$ cat src/hw/rtl/wls_pkg.sv
// Package with the shared constants and types of the weighted length selector.
`default_nettype none
package wls_pkg;
  localparam int unsigned TableDepth = 64;
  localparam int unsigned LenW = 32;
  localparam int unsigned WgtW = 32;
  localparam int unsigned RndW = 31;
  localparam logic OP_ADD  = 1'b0;
  localparam logic OP_DRAW = 1'b1;

  // Data handed from one cell to the next during a walk.
  typedef struct packed {
    logic            active;
    logic            found;
    logic [63:0]     run;
    logic [LenW-1:0] sel;
  } wls_walk_t;
endpackage
`default_nettype wire

$ cat src/hw/rtl/wls_mod.sv
// Restoring modulo unit: one quotient bit per cycle.
`default_nettype none
module wls_mod (
  input  wire          clk_i,
  input  wire          rst_ni,
  input  wire          start_i,
  input  wire  [30:0]  num_i,
  input  wire  [63:0]  den_i,
  output logic         done_o,
  output logic [63:0]  rem_o
);
  import wls_pkg::*;
  logic [4:0]  cnt_q;
  logic        busy_q;
  logic [30:0] num_q;
  logic [63:0] rem_q;
  logic [64:0] shifted;

  assign shifted = {rem_q, num_q[30]};
  assign rem_o   = rem_q;

  always_ff @(posedge clk_i or negedge rst_ni) begin
    if (!rst_ni) begin
      busy_q <= 1'b0;
      done_o <= 1'b0;
      cnt_q  <= '0;
    end else begin
      done_o <= 1'b0;
      if (start_i) begin
        busy_q <= 1'b1;
        cnt_q  <= 5'd30;
      end else if (busy_q) begin
        if (cnt_q == 5'd0) begin
          busy_q <= 1'b0;
          done_o <= 1'b1;
        end
        cnt_q <= cnt_q - 5'd1;
      end
    end
  end

  always_ff @(posedge clk_i) begin
    if (start_i) begin
      num_q <= num_i;
      rem_q <= '0;
    end else if (busy_q) begin
      num_q <= {num_q[29:0], 1'b0};
      if (shifted >= {1'b0, den_i}) begin
        rem_q <= 64'(shifted - {1'b0, den_i});
      end else begin
        rem_q <= shifted[63:0];
      end
    end
  end
endmodule
`default_nettype wire

$ cat config.mk
export PLATFORM = sky130hd
export DESIGN_NAME = wls_mod
export DESIGN_NICKNAME = d
export VERILOG_FILES = /design/src/hw/rtl/wls_pkg.sv /design/src/hw/rtl/wls_mod.sv
export SDC_FILE = /design/constraint.sdc
export NUM_CORES = 1
export LEC_CHECK = 0
export ABC_AREA = 0
export BUFFER_PORTS_ARGS = -buffer_cell sky130_fd_sc_hd__clkbuf_2
export CORE_MARGIN = 3
export CORE_UTILIZATION = 45
export DETAILED_ROUTE_END_ITERATION = 7
export PLACE_DENSITY_LB_ADDON = 0.2
export SLEW_MARGIN = 25
export SYNTH_ARGS = -nofsm -noshare
export SYNTH_HDL_FRONTEND = slang
export SYNTH_SLANG_ARGS = --single-unit
$ cat constraint.sdc
create_clock -name clk_i -period 3.45 [get_ports clk_i]
set_input_delay 0.69 -clock clk_i [delete_from_list [all_inputs] [get_ports clk_i]]
set_output_delay 0.69 -clock clk_i [all_outputs]
set_load 0.02 [all_outputs]
==> metrics.csv <==
metric,value,unit
status,finished clean,
dp_slack,-359,ps
synth_warnings,0,
yosys.area.top_type,dfxtp_1,
drtIter0Drc,536,
gp_congestion,0.908,
drt_first_pass_iters,6,
setup_violations,0,
cp_num_buf_inv,4,
crit_path_end_kind,register,
die_h,145,µm
yosysMostFrequentCell,nor2_1,
path_cells,inv_1 -> ha_1 -> inv_1 -> fa_2 -> a21o_1 -> a221oi_2 -> buf_4 -> a221oi_1 -> a21o_1 -> a221o_2 -> nand2_2 -> nand3_4 -> buf_4 -> xor2_1 -> mux2i_1 -> a211oi_1,
antenna_found_initial,0,
cp.required,3730,ps
dieArea,21100,µm²
synthTopCellsByArea,"dfxtp_1, edfxtp_1, ha_1",
power_density,781,nW/µm²
crit_path_start_kind,register,
fin_nets,1530,
finClkSkew,13.0,ps
cp-startpoint,num_q[30]$_DFFE_PP_,
stdcell_count,1630,
seq_power_share,21.9,%
fin_crit,3290,ps
relSlewSlack,44.7,%
core.rowCount,50,
slowest_stage,a221o_2,
htreeDepth,3,
gr-total-overflow,0,
cp_top_family,compound AO/OA/AOI/OAI gates,
wl_met2,11300,µm
route.met3.wl,1500,µm
power_frac_clock,12.5,%
groute.usage.overall,23.4,%
synth_nets,1260,
rsz0062_at_grt,no,
reg2reg_depth,16,
clk_latency,360,ps
start_util,46.2,%
dominantRegCellSynth,dfxtp_1,
grt_pass1_vias,8582,
grt_pass1_wl,42000,µm
path_max_fanout,4,
diodes,0,
core,18900,µm²
combPwrFrac,65.6,%
cts.sinks,102,
clk_pin_slew,90,ps
grt_max_degree,68,
synthTopCellsByCount,"nor2_1, a21oi_1, inv_1, ha_1, dfxtp_1",
slew_viol_final,0,
ir_worst_vdd,413,µV
synth_top_area_share,14.7,%
placement.cell_area,10800,µm²
tritoncts,yes,
tightest_slew,828,ps
ys_types,77,
fin_crit_sh,95.5,%
pin_count,163,
p_sw_share,45.9,%
dr.max_layer_used,met4,
p_int,4.74,mW
hpwl,19700,µm
slowest_delay,450,ps
final_util,59.4,%
p_leak,5.52,nW
routed_wl,25200,µm
design_area,11200,µm²
dp_cells,1611,
ys_ff_latch,102,
ant_nets,0,
finalHoldViolations,0,
arrival,3580,ps
numCtsBuffers,9,
timing.rr.start,num_q[30]$_DFFE_PP_,
timing.rr.end,rem_o[52]$_SDFFE_PP0P_,
holdBufCountCts,0,
root_buffer,clkbuf_16,
vias_per_cell,5.38,
portBuffers,162,
p_total,8.76,mW
area_growth,28.7,%
synth_edf_count,31,
wl_per_cell,15.4,µm
async_flop_share,6.86,%
drc_errors,0,
seq_area_frac_synth,27.4,%
synth_area_per_cell,7.97,µm²
critPathKind,register to register,
synthCells,1095,
switchingPower,4.02,mW
maxCapViolCount,0,
fin_ws,156,ps
drive_gt1_share,29.6,%
dieWidth,145,µm
regToRegSetupSlack,160,ps
wl_met1,11800,µm
num_vias,8763,
hold_path_class,input port to async pin,
ctsLongestPathBuffers,2,
fmax,304,MHz
synth_area,8720,µm²
==> power by group through the flow <==
stage | Combinational [mW] | Clock [mW] | Sequential, mW
2_1_floorplan | 3.24 | 0 | 2.20
3_3_place_gp | 5.58 | 0 | 1.94
3_5_place_dp | 5.62 | 0 | 1.94
4_1_cts | 5.67 | 1.12 | 1.92
5_1_grt | 6.32 | 1.17 | 1.97
6_report | 5.75 | 1.10 | 1.92
==> routing by layer <==
layer / vias up / track usage [%]
li1: 4473 / -
met1: 4002 / 32.3
met2: 251 / 37.3
met3: 37 / 4.18
met4: 0 / 7.79
met5: - / 0
==> worst reg2reg max path, delay by kind of cell, from the launching register on <==
family	cells	cell delay, ps
flip-flops	1	400
AND/OR/NAND/NOR	2	230
AO/OA/AOI/OAI	6	1410
multiplexers	1	90
XOR/XNOR	1	130
adder cells (fa/ha/maj)	2	490
buffers and inverters	4	450
==> how the worst max path moves through the flow <==
stage                                  end  slack (ps)  cells past startpoint
floorplan           rem_o[60]$_SDFFE_PP0P_         110                     13
global placement    rem_o[52]$_SDFFE_PP0P_        -300                     16
detailed placement  rem_o[52]$_SDFFE_PP0P_        -360                     16
CTS                 rem_o[28]$_SDFFE_PP0P_          50                     16
global route        rem_o[42]$_SDFFE_PP0P_          20                     15
finish              rem_o[52]$_SDFFE_PP0P_         160                     16
==> layout make-up <==
type / count / area [µm²]
Clock buffer: 9 / 225
Clock inverter: 7 / 86.3
Fill cell: 1796 / 7670
Inverter: 86 / 323
Multi-Input combinational cell: 835 / 5750
Sequential cell: 102 / 2390
Tap cell: 260 / 325
Timing Repair Buffer: 331 / 2130
==> layout by cell type, fill, tap and decap left out, types with 5 or more instances in the layout <==
master,count
o22ai_1,5
mux2i_1,15
inv_1,85
a211oi_1,52
nor2_1,131
nand3_1,20
and2_1,8
mux2_2,32
nand2b_1,14
o21a_1,8
a21o_1,37
ha_1,66
xnor2_1,28
and3_1,9
edfxtp_1,31
nand2_1,61
nand4_1,23
a21oi_1,99
buf_4,165
xor2_1,30
o21bai_1,20
clkbuf_2,161
dfrtp_1,6
o21ai_0,40
clkbuf_16,9
dfxtp_1,64
a31oi_1,18
nor2b_1,10
nor3_1,16
==> logic make-up (layout without fill, tap and decap cells) <==
family          count (synthesis)  count (layout)  synth area share [%]
fa+ha+maj                      67              67                  9.70
simple gates                  324             324                  17.9
xor+xnor                       58              58                  5.82
mux                            49              49                  6.11
compound gates                337             337                  25.9
buf+inv                       158             433                  7.20
flops                         102             102                  27.4
==> per-stage QoR <==
stage,TNS [ps],hold WS (ps)
after global routing,0,150
final,0,146
after detailed placement,-10800,513
after CTS,0,147
after global placement,-6210,503
after floorplan,0,394
==> state kept, by name, summed over array words and instances (netlist names) <==
signal	cells
rem_o	64
num_q	31
cnt_q	5
busy_q	1
done_o	1
==> repair_timing <==
item	4_1_cts	5_1_grt
setup endpoints to repair	2	37
setup buffers	0	3
gates resized for setup	1	13
pin swaps	0	3
gates cloned	0	0
Note: power is estimated with default switching activity, not from simulation.
