==> src/hw/rtl/wls_pkg.sv <==
// Package with the shared constants and types of the weighted length selector.
`default_nettype none
package wls_pkg;
  localparam int unsigned TableDepth = 64;
  localparam int unsigned LenW = 32;
  localparam int unsigned WgtW = 32;
  localparam int unsigned RndW = 31;
  localparam logic OP_ADD  = 1'b0;
  localparam logic OP_DRAW = 1'b1;

  // Data handed from one cell to the next during a walk.
  typedef struct packed {
    logic            active;
    logic            found;
    logic [63:0]     run;
    logic [LenW-1:0] sel;
  } wls_walk_t;
endpackage
`default_nettype wire

==> src/hw/rtl/wls_cell.sv <==
// One table cell: holds an entry and extends the cumulative walk by one step.
`default_nettype none
module wls_cell (
  input  wire                       clk_i,
  input  wire                       wr_i,
  input  wire  [wls_pkg::LenW-1:0]  len_i,
  input  wire  [wls_pkg::WgtW-1:0]  wgt_i,
  input  wire                       in_cnt_i,
  input  wire  [63:0]               pos_i,
  input  wls_pkg::wls_walk_t        walk_i,
  output wls_pkg::wls_walk_t        walk_o
);
  import wls_pkg::*;
  logic [LenW-1:0] len_q;
  logic [WgtW-1:0] wgt_q;
  logic [63:0]     run_d;

  always_ff @(posedge clk_i) begin
    if (wr_i) begin
      len_q <= len_i;
      wgt_q <= wgt_i;
    end
  end

  // Cells beyond the entry count add no weight, so the walk passes through.
  assign run_d = walk_i.run + (in_cnt_i ? {32'd0, wgt_q} : 64'd0);

  always_ff @(posedge clk_i) begin
    walk_o.active <= walk_i.active;
    walk_o.run    <= run_d;
    if (walk_i.active && !walk_i.found && in_cnt_i && (pos_i < run_d)) begin
      walk_o.found <= 1'b1;
      walk_o.sel   <= len_q;
    end else begin
      walk_o.found <= walk_i.found;
      walk_o.sel   <= walk_i.sel;
    end
  end
endmodule
`default_nettype wire

==> config.mk <==
export PLATFORM = sky130hd
export DESIGN_NAME = wls_cell
export DESIGN_NICKNAME = d
export VERILOG_FILES = /design/src/hw/rtl/wls_pkg.sv /design/src/hw/rtl/wls_cell.sv
export SDC_FILE = /design/constraint.sdc
export NUM_CORES = 1
export LEC_CHECK = 0
export BUFFER_PORTS_ARGS = -buffer_cell sky130_fd_sc_hd__buf_2
export CAP_MARGIN = 20
export CORE_MARGIN = 4
export CORE_UTILIZATION = 40
export CTS_BUF_LIST = sky130_fd_sc_hd__clkbuf_4 sky130_fd_sc_hd__clkbuf_8
export CTS_CLUSTER_DIAMETER = 150
export DETAILED_ROUTE_END_ITERATION = 10
export GPL_TIMING_DRIVEN = 0
export MAX_ROUTING_LAYER = met4
export PLACE_DENSITY = 0.75
export SLEW_MARGIN = 20
export SYNTH_ARGS = -nofsm -noshare
export SYNTH_HDL_FRONTEND = slang
export SYNTH_SLANG_ARGS = --single-unit
==> constraint.sdc <==
create_clock -name clk_i -period 5.63 [get_ports clk_i]
set_clock_uncertainty 0.1 [all_clocks]
set_input_delay 0.2815 -clock clk_i [delete_from_list [all_inputs] [get_ports clk_i]]
set_output_delay 0.2815 -clock clk_i [all_outputs]
set_load 0.05 [all_outputs]
==> flow_metrics.tcl, run 1 <==
set metrics [dict create \
    clockBufferDepth 2 \
    synth_edf_count 64 \
    ios 327 \
    die_h_um 155 \
    clock_latency_ns 0.47 \
    r2r_setup_slack_ns 0.25 \
    critPathCaptureType "register" \
    cts_tree "yes" \
    async_flop_share_pct 0 \
    placed_cells 1404 \
    hold_depth 3 \
    status "finished clean" \
    nNetsFinal 1610 \
    ys.flop_type "dfxtp_1" \
    power.density_mw_per_mm2 265 \
    reg2regPathDepth 22 \
    wl_per_cell_um 17.4 \
    grt_pass1_wl_um 42400 \
    initial_core_util_pct 41.0 \
    grt-ovfl-total 0 \
    postRouteWirelength_um 27500 \
    utilization_pct 59.3 \
    ys.warnings.count 0 \
    grt_pass1_vias 8338 \
    via_per_inst 5.00 \
    synth.yosys.seq_area_share_pct 44.8 \
    crit_slowest_cell "o41a_1" \
    syn_nets 1128 \
    maxClockFrequency_mhz 186 \
    crit_type "reg -> reg" \
    antenna_found_initial 8 \
    ant_nets 0 \
    drc_errors 0 \
    setup_violations 0 \
    tightest_slew_ns 0.859 \
    syn_avg_cell_area_um2 10.8 \
    cts_made_buffers 17 \
    cp.depth 22 \
    final_max_slew_viol_count 0 \
    cp_cell_sequence "and2_1 > ha_1 > a21oi_1 > o21ai_2 > o41a_1 > and3_1 > a221o_1 > nor2_4 > buf_6 > nor2_1 > xnor2_1 > ha_1 > a21o_1 > nand3_1 > a21oi_1 > a2111oi_4 > o21ai_1 > a31oi_2 > o21ai_4 > buf_12 > buf_6 > mux2_2" \
    syn_area_mm2 0.00867 \
    area_growth_syn_to_layout_pct 44.8 \
    arrival_ns 5.62 \
    clk_pin_slew_ns 0.10 \
    ys_ff_latch 162 \
    cts-root-buf "clkbuf_8" \
    num_rows 53 \
    relSlewSlack_pct 42.7 \
    max_cap_viol_count 0 \
    critPathMaxFanout 10 \
    routed-via-count 7917 \
    crit_family "compound AO/OA/AOI/OAI gates" \
    portBuffers 326 \
    netlist_instances 803 \
    grt_usage_pct 22.9 \
    critPathMaxStageDelay_ns 0.44 \
    drive_above_1_share_pct 33.7 \
    hold_path_class "in -> reg" \
    worstPathRequired_ns 5.87 \
    htree_num_levels 4 \
    fp.coreArea_mm2 0.0212 \
    dieArea_mm2 0.0241 \
    finalCriticalPeriod_ns 5.38 \
    cp.buffers_inverters 3 \
    die_w_um 155 \
    startpoint_type "register" \
    hold_violations 0 \
    leakagePower_nw 5.86 \
    post-route-period-util_pct 95.6 \
    ys_types 65 \
    cts.sinks 162 \
    drt_iter0_drc 408 \
    grt_max_degree 65 \
    dp_hpwl_um 20700 \
    drt_pass1_iterations 5 \
    gp_congestion 0.938 \
    ir_worst_vdd_uv 143 \
    final_cell_count_no_fill 1582 \
]
## routing by layer
| metal | up-vias | part of all wire, % | global-route usage [%] |
|---|---|---|---|
| met5 | - | 0 | - |
| met2 | 311 | 49 | 37.1 |
| met3 | 65 | 6.1 | 4.62 |
| met4 | 0 | 3.4 | 9.50 |
| li1 | 3869 | - | - |
| met1 | 3672 | 41 | 28.1 |
## per-stage QoR
stage	power (mW)	hold slack, ns	TNS (ns)	setup WS (ns)	instance area (µm²)
2_1_floorplan	2.08	0.209	0	0.953	8670
3_3_place_gp	2.36	0.306	-41.35	-1.31	10600
3_5_place_dp	2.38	0.314	-38.80	-1.23	10600
4_1_cts	3.33	0.00796	0	0.0191	12400
5_1_grt	3.50	0.0249	-0.0109	-0.0109	12500
6_report	3.32	0.0493	0	0.250	12500
## cell usage after synthesis (12+ instances only)
cell type  number  area, µm²
o21ai_0        19       95.1
nor2_1         30        113
nand4_1        18        113
nand2_1        56        210
mux2_2         32        360
and2_1         36        225
xor2_1         38        333
inv_1          47        176
edfxtp_1       64       1920
a21o_1         18        135
xnor2_1        50        438
a21oi_1        56        280
ha_1           95       1190
dfxtp_1        98       1960
nand3_1        19       95.1
and3_1         12       75.1
## report_power, final
part           internal [mW]  switching [mW]
Combinational          0.396           0.684
Clock                  0.343           0.526
Sequential              1.34          0.0305
Total                   2.08            1.24
## tightest hold or removal path, stage by stage
cell and delay [ns]:
buf_2 0.12, inv_1 0.08, xnor2_1 0.08
## cells by family (layout without fill, tap and decap cells)
family,after synthesis,count (layout),synth area share (%)
and+or+nand+nor,217,217,13.9
DFF,162,162,44.8
AOI/OAI and AO/OA,149,149,11.5
adders and majority gates,96,96,13.9
xor gates and xnor gates,89,89,9.08
buffers and inverters,58,553,2.67
muxes,32,32,4.16
other,0,9,0
## state kept, by name, indices dropped and copies added (netlist names)
signal  cells
len_q      32
walk_o     98
wgt_q      32
## path summary, 6_finish.rpt
| path | startpoint | end |
|---|---|---|
| min | walk_i[85] | walk_o[85]$_DFF_P_ |
| max | wgt_q[20]$_DFFE_PP_ | walk_o[27]$_DFF_P_ |
| min reg2reg | len_q[3]$_DFFE_PP_ | walk_o[3]$_DFF_P_ |
| max reg2reg | wgt_q[20]$_DFFE_PP_ | walk_o[27]$_DFF_P_ |
## timing repair
| item | CTS | global route |
|---|---|---|
| setup endpoints to repair | 33 | 33 |
| hold buffers | 128 | 0 |
| cloned | 0 | 0 |
| hold endpoints to repair | 128 | 0 |
| pin swaps | 2 | 4 |
| resized for setup | 7 | 21 |
| setup buffers | 2 | 7 |
## layout by cell type, fill, tap and decap left out, types with 9 or more instances in the layout
cell type / Yosys / layout
edfxtp_1: 64 / 64
buf_4: 0 / 9
a21oi_1: 56 / 54
and2_1: 36 / 36
xor2_1: 38 / 38
ha_1: 95 / 95
o21ai_0: 19 / 18
nor2_1: 30 / 29
xnor2_1: 50 / 50
buf_2: 5 / 327
a21o_1: 18 / 18
inv_1: 47 / 47
and3_1: 12 / 12
nand3_1: 19 / 19
diode_2: 0 / 9
dlygate4sd3_1: 0 / 128
mux2_2: 32 / 32
nand2_1: 56 / 56
dfxtp_1: 98 / 98
nand4_1: 18 / 18
clkbuf_8: 0 / 17
## cell type report
type | instances | area [µm²]
clock buffer | 18 | 241
multi-input combinational | 583 | 4650
antenna | 9 | 22.5
tap | 275 | 344
buffer | 11 | 75.1
sequential | 162 | 3880
timing repair buffer | 463 | 3000
clock inverter | 14 | 158
inverter | 47 | 176
fill | 1701 | 8610
Note: power is estimated with default switching activity, not from simulation.
==> inputs of run 2 (changes only) <==
--- a/config.mk
+++ b/config.mk
@@ -14,7 +14,7 @@
 export DETAILED_ROUTE_END_ITERATION = 10
 export GPL_TIMING_DRIVEN = 0
 export MAX_ROUTING_LAYER = met4
-export PLACE_DENSITY = 0.75
+export PLACE_DENSITY = 0.67
 export SLEW_MARGIN = 20
 export SYNTH_ARGS = -nofsm -noshare
 export SYNTH_HDL_FRONTEND = slang
==> run 2 against run 1 <==
Net effect: wire length shrank 2.8%; final cell count shrank 0.25%; global-route usage shrank 0.66 points; sequential share of layout area grew 0.068 points; critical endpoint is now walk_o[12]$_DFF_P_; total power shrank 0.46%; die area is the same; highest routed layer unchanged; critical path depth shrank 1; combinational power is essentially flat; clock power shrank 1%; register-to-register slack gained 0.09 ns.
==> flow_metrics.tcl, run 2 (synthesized netlist as in run 1, its figures left out) <==
set metrics [dict create \
    power.density_mw_per_mm2 264 \
    setup_ws_ns 0.343 \
    relSlewSlack_pct 61.2 \
    grt_usage_pct 22.3 \
    final-seq-area_mm2 0.00388 \
    post-route-period-util_pct 93.9 \
    crit_family "compound AO/OA/AOI/OAI gates" \
    initial_core_util_pct 41.0 \
    cts-root-buf "clkbuf_8" \
    critPathMaxFanout 10 \
    grt_pass1_wl_um 41000 \
    clockBufferDepth 2 \
    maxClockFrequency_mhz 189 \
    cts_tree "yes" \
    clock_latency_ns 0.46 \
    design_area_mm2 0.0125 \
    hold_path_class "in -> reg" \
    final_max_slew_viol_count 0 \
    die_w_um 155 \
    r2r-end "walk_o[12]$_DFF_P_" \
    largest_register_ffs 98 \
    leakagePower_nw 5.85 \
    hold_depth 3 \
    dp_hpwl_um 20200 \
    finalCriticalPeriod_ns 5.29 \
    clk_pin_slew_ns 0.11 \
    drt_pass1_iterations 5 \
    placed_cells 1405 \
    placed_cell_area_mm2 0.0107 \
    via_per_inst 4.92 \
    drc_errors 0 \
    cts.sinks 162 \
    post-place-ws_ns -1.27 \
    r2r_setup_slack_ns 0.34 \
    area_growth_syn_to_layout_pct 44.4 \
    critPathMaxStageDelay_ns 0.47 \
    gp_congestion 0.922 \
    cpMostUsedCell "ha_1" \
    min_to "walk_o[72]$_DFF_P_" \
    reg2regPathDepth 21 \
    grt_pass1_vias 8032 \
    fp.coreArea_mm2 0.0212 \
    worstPathRequired_ns 5.87 \
    antenna_found_initial 7 \
    grt-ovfl-total 0 \
    crit_slowest_cell "o41a_1" \
    die_h_um 155 \
    dieArea_mm2 0.0241 \
    num_rows 53 \
    postRouteWirelength_um 26700 \
    multi_input_area_mm2 0.00466 \
    cp.buffers_inverters 2 \
    ant_nets 0 \
    rsz0062_at_grt "no" \
    drt_iter0_drc 347 \
    arrival_ns 5.53 \
    crit_type "reg -> reg" \
    ir_worst_vdd_uv 213 \
    grt_max_degree 55 \
    cts_made_buffers 17 \
    top_regs "walk_o (98), len_q (32), wgt_q (32)" \
    tightest_slew_ns 0.579 \
    htree_num_levels 4 \
    hold_violations 0 \
    layout_commonest_cell "buf_2" \
    routed-via-count 7768 \
    min_from "walk_i[72]" \
    top_register "walk_o" \
    cp_cell_sequence "and2_1 > ha_1 > a21oi_2 > o21ai_2 > o41a_1 > and3_1 > a221o_1 > nor2_4 > buf_6 > nor2_1 > xnor2_1 > ha_1 > a21oi_1 > o21a_1 > o21ai_0 > a2111oi_2 > o21ai_1 > a31oi_4 > o21ai_4 > buf_4 > mux2_2" \
    status "finished clean" \
    final_cell_count_no_fill 1578 \
    n_fill_cell 1783 \
    ios 327 \
    setup_violations 0 \
    max_cap_viol_count 0 \
    portBuffers 326 \
    wl_per_cell_um 16.9 \
    utilization_pct 59.2 \
    critPathCaptureType "register" \
    drive_above_1_share_pct 33.7 \
    nNetsFinal 1608 \
    final_cell_mix "327 x buf_2, 128 x dlygate4sd3_1, 98 x dfxtp_1, 95 x ha_1, 64 x edfxtp_1" \
    r2r_start "wgt_q[22]$_DFFE_PP_" \
    startpoint_type "register" \
]
==> run 2: cell types whose count changed in the layout (fill, tap and decap cells not counted), moves of 2 or more <==
| cell | change |
|---|---|
| clkinvlp_4 | +2 |
| inv_4 | +2 |
| a21oi_2 | +2 |
| diode_2 | -2 |
| a21oi_1 | -2 |
| clkbuf_4 | +2 |
| clkinv_8 | -2 |
| buf_6 | -3 |
| inv_6 | -2 |
==> run 2: repair_timing <==
item / in CTS / in global routing
setup endpoints to repair: 33 / 33
hold buffers: 128 / 0
pin swaps: 2 / 3
setup buffers: 2 / 4
hold endpoints to repair: 128 / 0
resized for setup: 7 / 21
==> run 2: layout make-up <==
cell class / instances / share of cell area (%)
antenna: 7 / 0.140
buffer: 11 / 0.520
clock buffer: 18 / 1.93
clock inverter: 14 / 1.10
inverter: 47 / 1.41
multi-input combinational: 583 / 37.3
sequential: 162 / 31.0
tap: 275 / 2.75
timing repair buffer: 461 / 23.9
==> run 2: per-layer routing <==
metal	vias to the layer above	part of all wire [%]	track usage [%]
met1	3528	42	26.8
met2	316	48	36.3
met5	-	0	-
met4	0	3.3	9.05
met3	61	6.5	4.92
li1	3863	-	-
==> run 2: how the worst max path moves through the flow <==
stage                        startpoint                  to  slack (ns)  depth (start not counted)
finish              wgt_q[22]$_DFFE_PP_  walk_o[12]$_DFF_P_        0.34                         21
global route        wgt_q[22]$_DFFE_PP_  walk_o[12]$_DFF_P_        0.01                         21
CTS                  wgt_q[0]$_DFFE_PP_  walk_o[12]$_DFF_P_      0.0008                         22
detailed placement             in_cnt_i  walk_o[12]$_DFF_P_       -1.27                         22
global placement               in_cnt_i  walk_o[12]$_DFF_P_       -1.23                         22
floorplan                      in_cnt_i  walk_o[10]$_DFF_P_        0.95                         22
==> run 2: where the power goes <==
group	switching [mW]	leakage, nW	internal, mW
clock	0.523	0.192	0.336
sequential	0.0308	1.45	1.34
combinational	0.680	4.20	0.394
total	1.23	5.85	2.07
==> run 2: per-stage QoR <==
step / power [mW] / setup TNS, ns / hold slack (ns)
after floorplan: 2.08 / 0 / 0.209
after global placement: 2.36 / -37.26 / 0.309
after detailed placement: 2.38 / -39.01 / 0.310
after CTS: 3.31 / 0 / 0.00519
after global routing: 3.48 / 0 / 0.0315
final: 3.30 / 0 / 0.0427
==> run 2: tightest hold or removal path: cells and delay by family <==
family / cells / cell delay (ns)
XOR/XNOR: 1 / 0.12
buffers and inverters: 2 / 0.17
==> inputs of run 3 (changes only) <==
--- a/config.mk
+++ b/config.mk
@@ -9,10 +9,9 @@
 export CAP_MARGIN = 20
 export CORE_MARGIN = 4
 export CORE_UTILIZATION = 40
-export CTS_BUF_LIST = sky130_fd_sc_hd__clkbuf_4 sky130_fd_sc_hd__clkbuf_8
+export CTS_BUF_LIST = sky130_fd_sc_hd__clkbuf_2 sky130_fd_sc_hd__clkbuf_4 sky130_fd_sc_hd__clkbuf_8
 export CTS_CLUSTER_DIAMETER = 150
 export DETAILED_ROUTE_END_ITERATION = 10
-export GPL_TIMING_DRIVEN = 0
 export MAX_ROUTING_LAYER = met4
 export PLACE_DENSITY = 0.67
 export SLEW_MARGIN = 20
==> run 3 against run 2 <==
Net effect: sequential cell count unchanged; total power about the same; core utilization decreased by 0.78 points.
==> flow_metrics.tcl, run 3 (synthesized netlist as in run 1, its figures left out) <==
set metrics [dict create \
    cts_setup_buffers 0 \
    clock_power_share_pct 26.2 \
    cts.sinks 162 \
    postRouteWirelength_um 26800 \
    hold_path_class "in -> reg" \
    placed_cell_area_mm2 0.0107 \
    design_area_mm2 0.0124 \
    die_w_um 155 \
    grt-ovfl-total 0 \
    status "finished clean" \
    power.internal_mw 2.07 \
    clk_pin_slew_ns 0.10 \
    final_max_slew_viol_count 0 \
    cts_tree "yes" \
    clockBufferDepth 2 \
    portBuffers 326 \
    worstPathRequired_ns 5.87 \
    final_cell_mix "326 x buf_2, 125 x dlygate4sd3_1, 98 x dfxtp_1, 95 x ha_1, 64 x edfxtp_1" \
    rsz0062_at_grt "no" \
    htree_num_levels 4 \
    power.density_mw_per_mm2 268 \
    maxClockFrequency_mhz 191 \
    grt_usage_pct 22.4 \
    hold_ws_ns 0.0460 \
    cts-root-buf "clkbuf_8" \
    tightest_slew_ns 0.847 \
    nNetsFinal 1596 \
    drive_above_1_share_pct 32.9 \
    die_h_um 155 \
    ios 327 \
    max_cap_viol_count 0 \
    layout_commonest_cell "buf_2" \
    cts_made_buffers 17 \
    p_sw_share_pct 37.3 \
    post-route-period-util_pct 93.0 \
    grt_pass1_wl_um 41500 \
    startpoint_type "register" \
    routed-via-count 7778 \
    clock_latency_ns 0.45 \
    power_frac_seq_pct 41.5 \
    area_growth_syn_to_layout_pct 42.5 \
    grt_max_degree 65 \
    arrival_ns 5.47 \
    ir_worst_vdd_uv 174 \
    switching_power_mw 1.23 \
    setup_violations 0 \
    critPathCaptureType "register" \
    grt_pass1_vias 8222 \
    wl_per_cell_um 17.1 \
    dp_hpwl_um 20500 \
    relSlewSlack_pct 43.5 \
    top_regs "walk_o (98), len_q (32), wgt_q (32)" \
    fp.coreArea_mm2 0.0212 \
    largest_register_ffs 98 \
    crit_type "reg -> reg" \
    top_register "walk_o" \
    drt_iter0_drc 379 \
    via_per_inst 4.97 \
    critPathMaxFanout 33 \
    p_comb_share_pct 32.3 \
    gp_congestion 0.939 \
    dieArea_mm2 0.0241 \
    antenna_found_initial 4 \
    hold_violations 0 \
    leakagePower_nw 5.78 \
    drc_errors 0 \
    initial_core_util_pct 41.0 \
    ant_nets 0 \
    num_rows 53 \
    drt_pass1_iterations 5 \
    utilization_pct 58.4 \
    finalCriticalPeriod_ns 5.24 \
]
[run 3: worst paths after layout]
check,from,slack (ns),end,depth (start not counted)
hold / removal,walk_i[72],0.05,walk_o[72]$_DFF_P_,3
setup / recovery,wgt_q[0]$_DFFE_PP_,0.39,walk_o[18]$_DFF_P_,22
hold reg to reg,len_q[4]$_DFFE_PP_,0.38,walk_o[4]$_DFF_P_,1
setup reg to reg,wgt_q[0]$_DFFE_PP_,0.39,walk_o[18]$_DFF_P_,22
[run 3: layer usage]
| metal | GRT usage, % | vias to the layer above | share of wire, % | routed length [µm] |
|---|---|---|---|---|
| li1 | - | 3836 | - | - |
| met1 | 27.1 | 3602 | 42 | 11200 |
| met5 | - | - | 0 | 0 |
| met4 | 7.88 | 0 | 2.7 | 714 |
| met3 | 4.70 | 49 | 6.1 | 1620 |
| met2 | 37.3 | 291 | 50 | 13200 |
[run 3: power by group through the flow]
stage / registers (mW) / clock network [mW] / logic, mW
2_1_floorplan: 1.69 / 0 / 0.387
3_3_place_gp: 1.40 / 0 / 0.977
3_5_place_dp: 1.40 / 0 / 0.989
4_1_cts: 1.37 / 0.889 / 1.06
5_1_grt: 1.38 / 0.947 / 1.16
6_report: 1.37 / 0.867 / 1.07
[run 3: repair_timing]
item / CTS / global route
endpoints found under the setup margin: 0 / 32
hold endpoints to repair: 125 / 0
gates resized for setup: 0 / 4
hold buffers: 125 / 0
[run 3: final cells by class]
cell class              instances  area, µm²
clock inverters                14        158
diodes                          5       12.5
well taps                     275        344
multi-input cells             583       4570
fillers                      1808       8800
flip-flops and latches        162       3880
inverters                      47        176
repair buffers                460       2960
clock buffers                  18        241
[run 3: critical path: stages, from the launching register on]
cell       delay (ns)
edfxtp_1         0.37
and2_1           0.16
ha_1             0.20
inv_1            0.08
fa_1             0.21
nor2b_1          0.07
o2111ai_1        0.37
a21oi_1          0.17
nand4bb_2        0.31
a311oi_2         0.43
nor3_1           0.11
or2_2            0.31
xnor2_1          0.14
ha_1             0.30
nand4_1          0.14
nor4_2           0.30
nand2_1          0.09
o211a_1          0.14
o21ai_0          0.19
a31oi_2          0.10
o21ai_2          0.23
buf_12           0.24
mux2_2           0.37
[run 3: stage by stage]
stage | power, mW | setup slack, ns | instances | TNS (ns)
6_report | 3.31 | 0.393 | 1564 | 0
5_1_grt | 3.49 | 0.0391 | 1563 | 0
4_1_cts | 3.32 | 0.122 | 1559 | 0
3_5_place_dp | 2.39 | -0.0241 | 1402 | -0.341
3_3_place_gp | 2.37 | 0.0897 | 1402 | 0
2_1_floorplan | 2.08 | 0.953 | 803 | 0
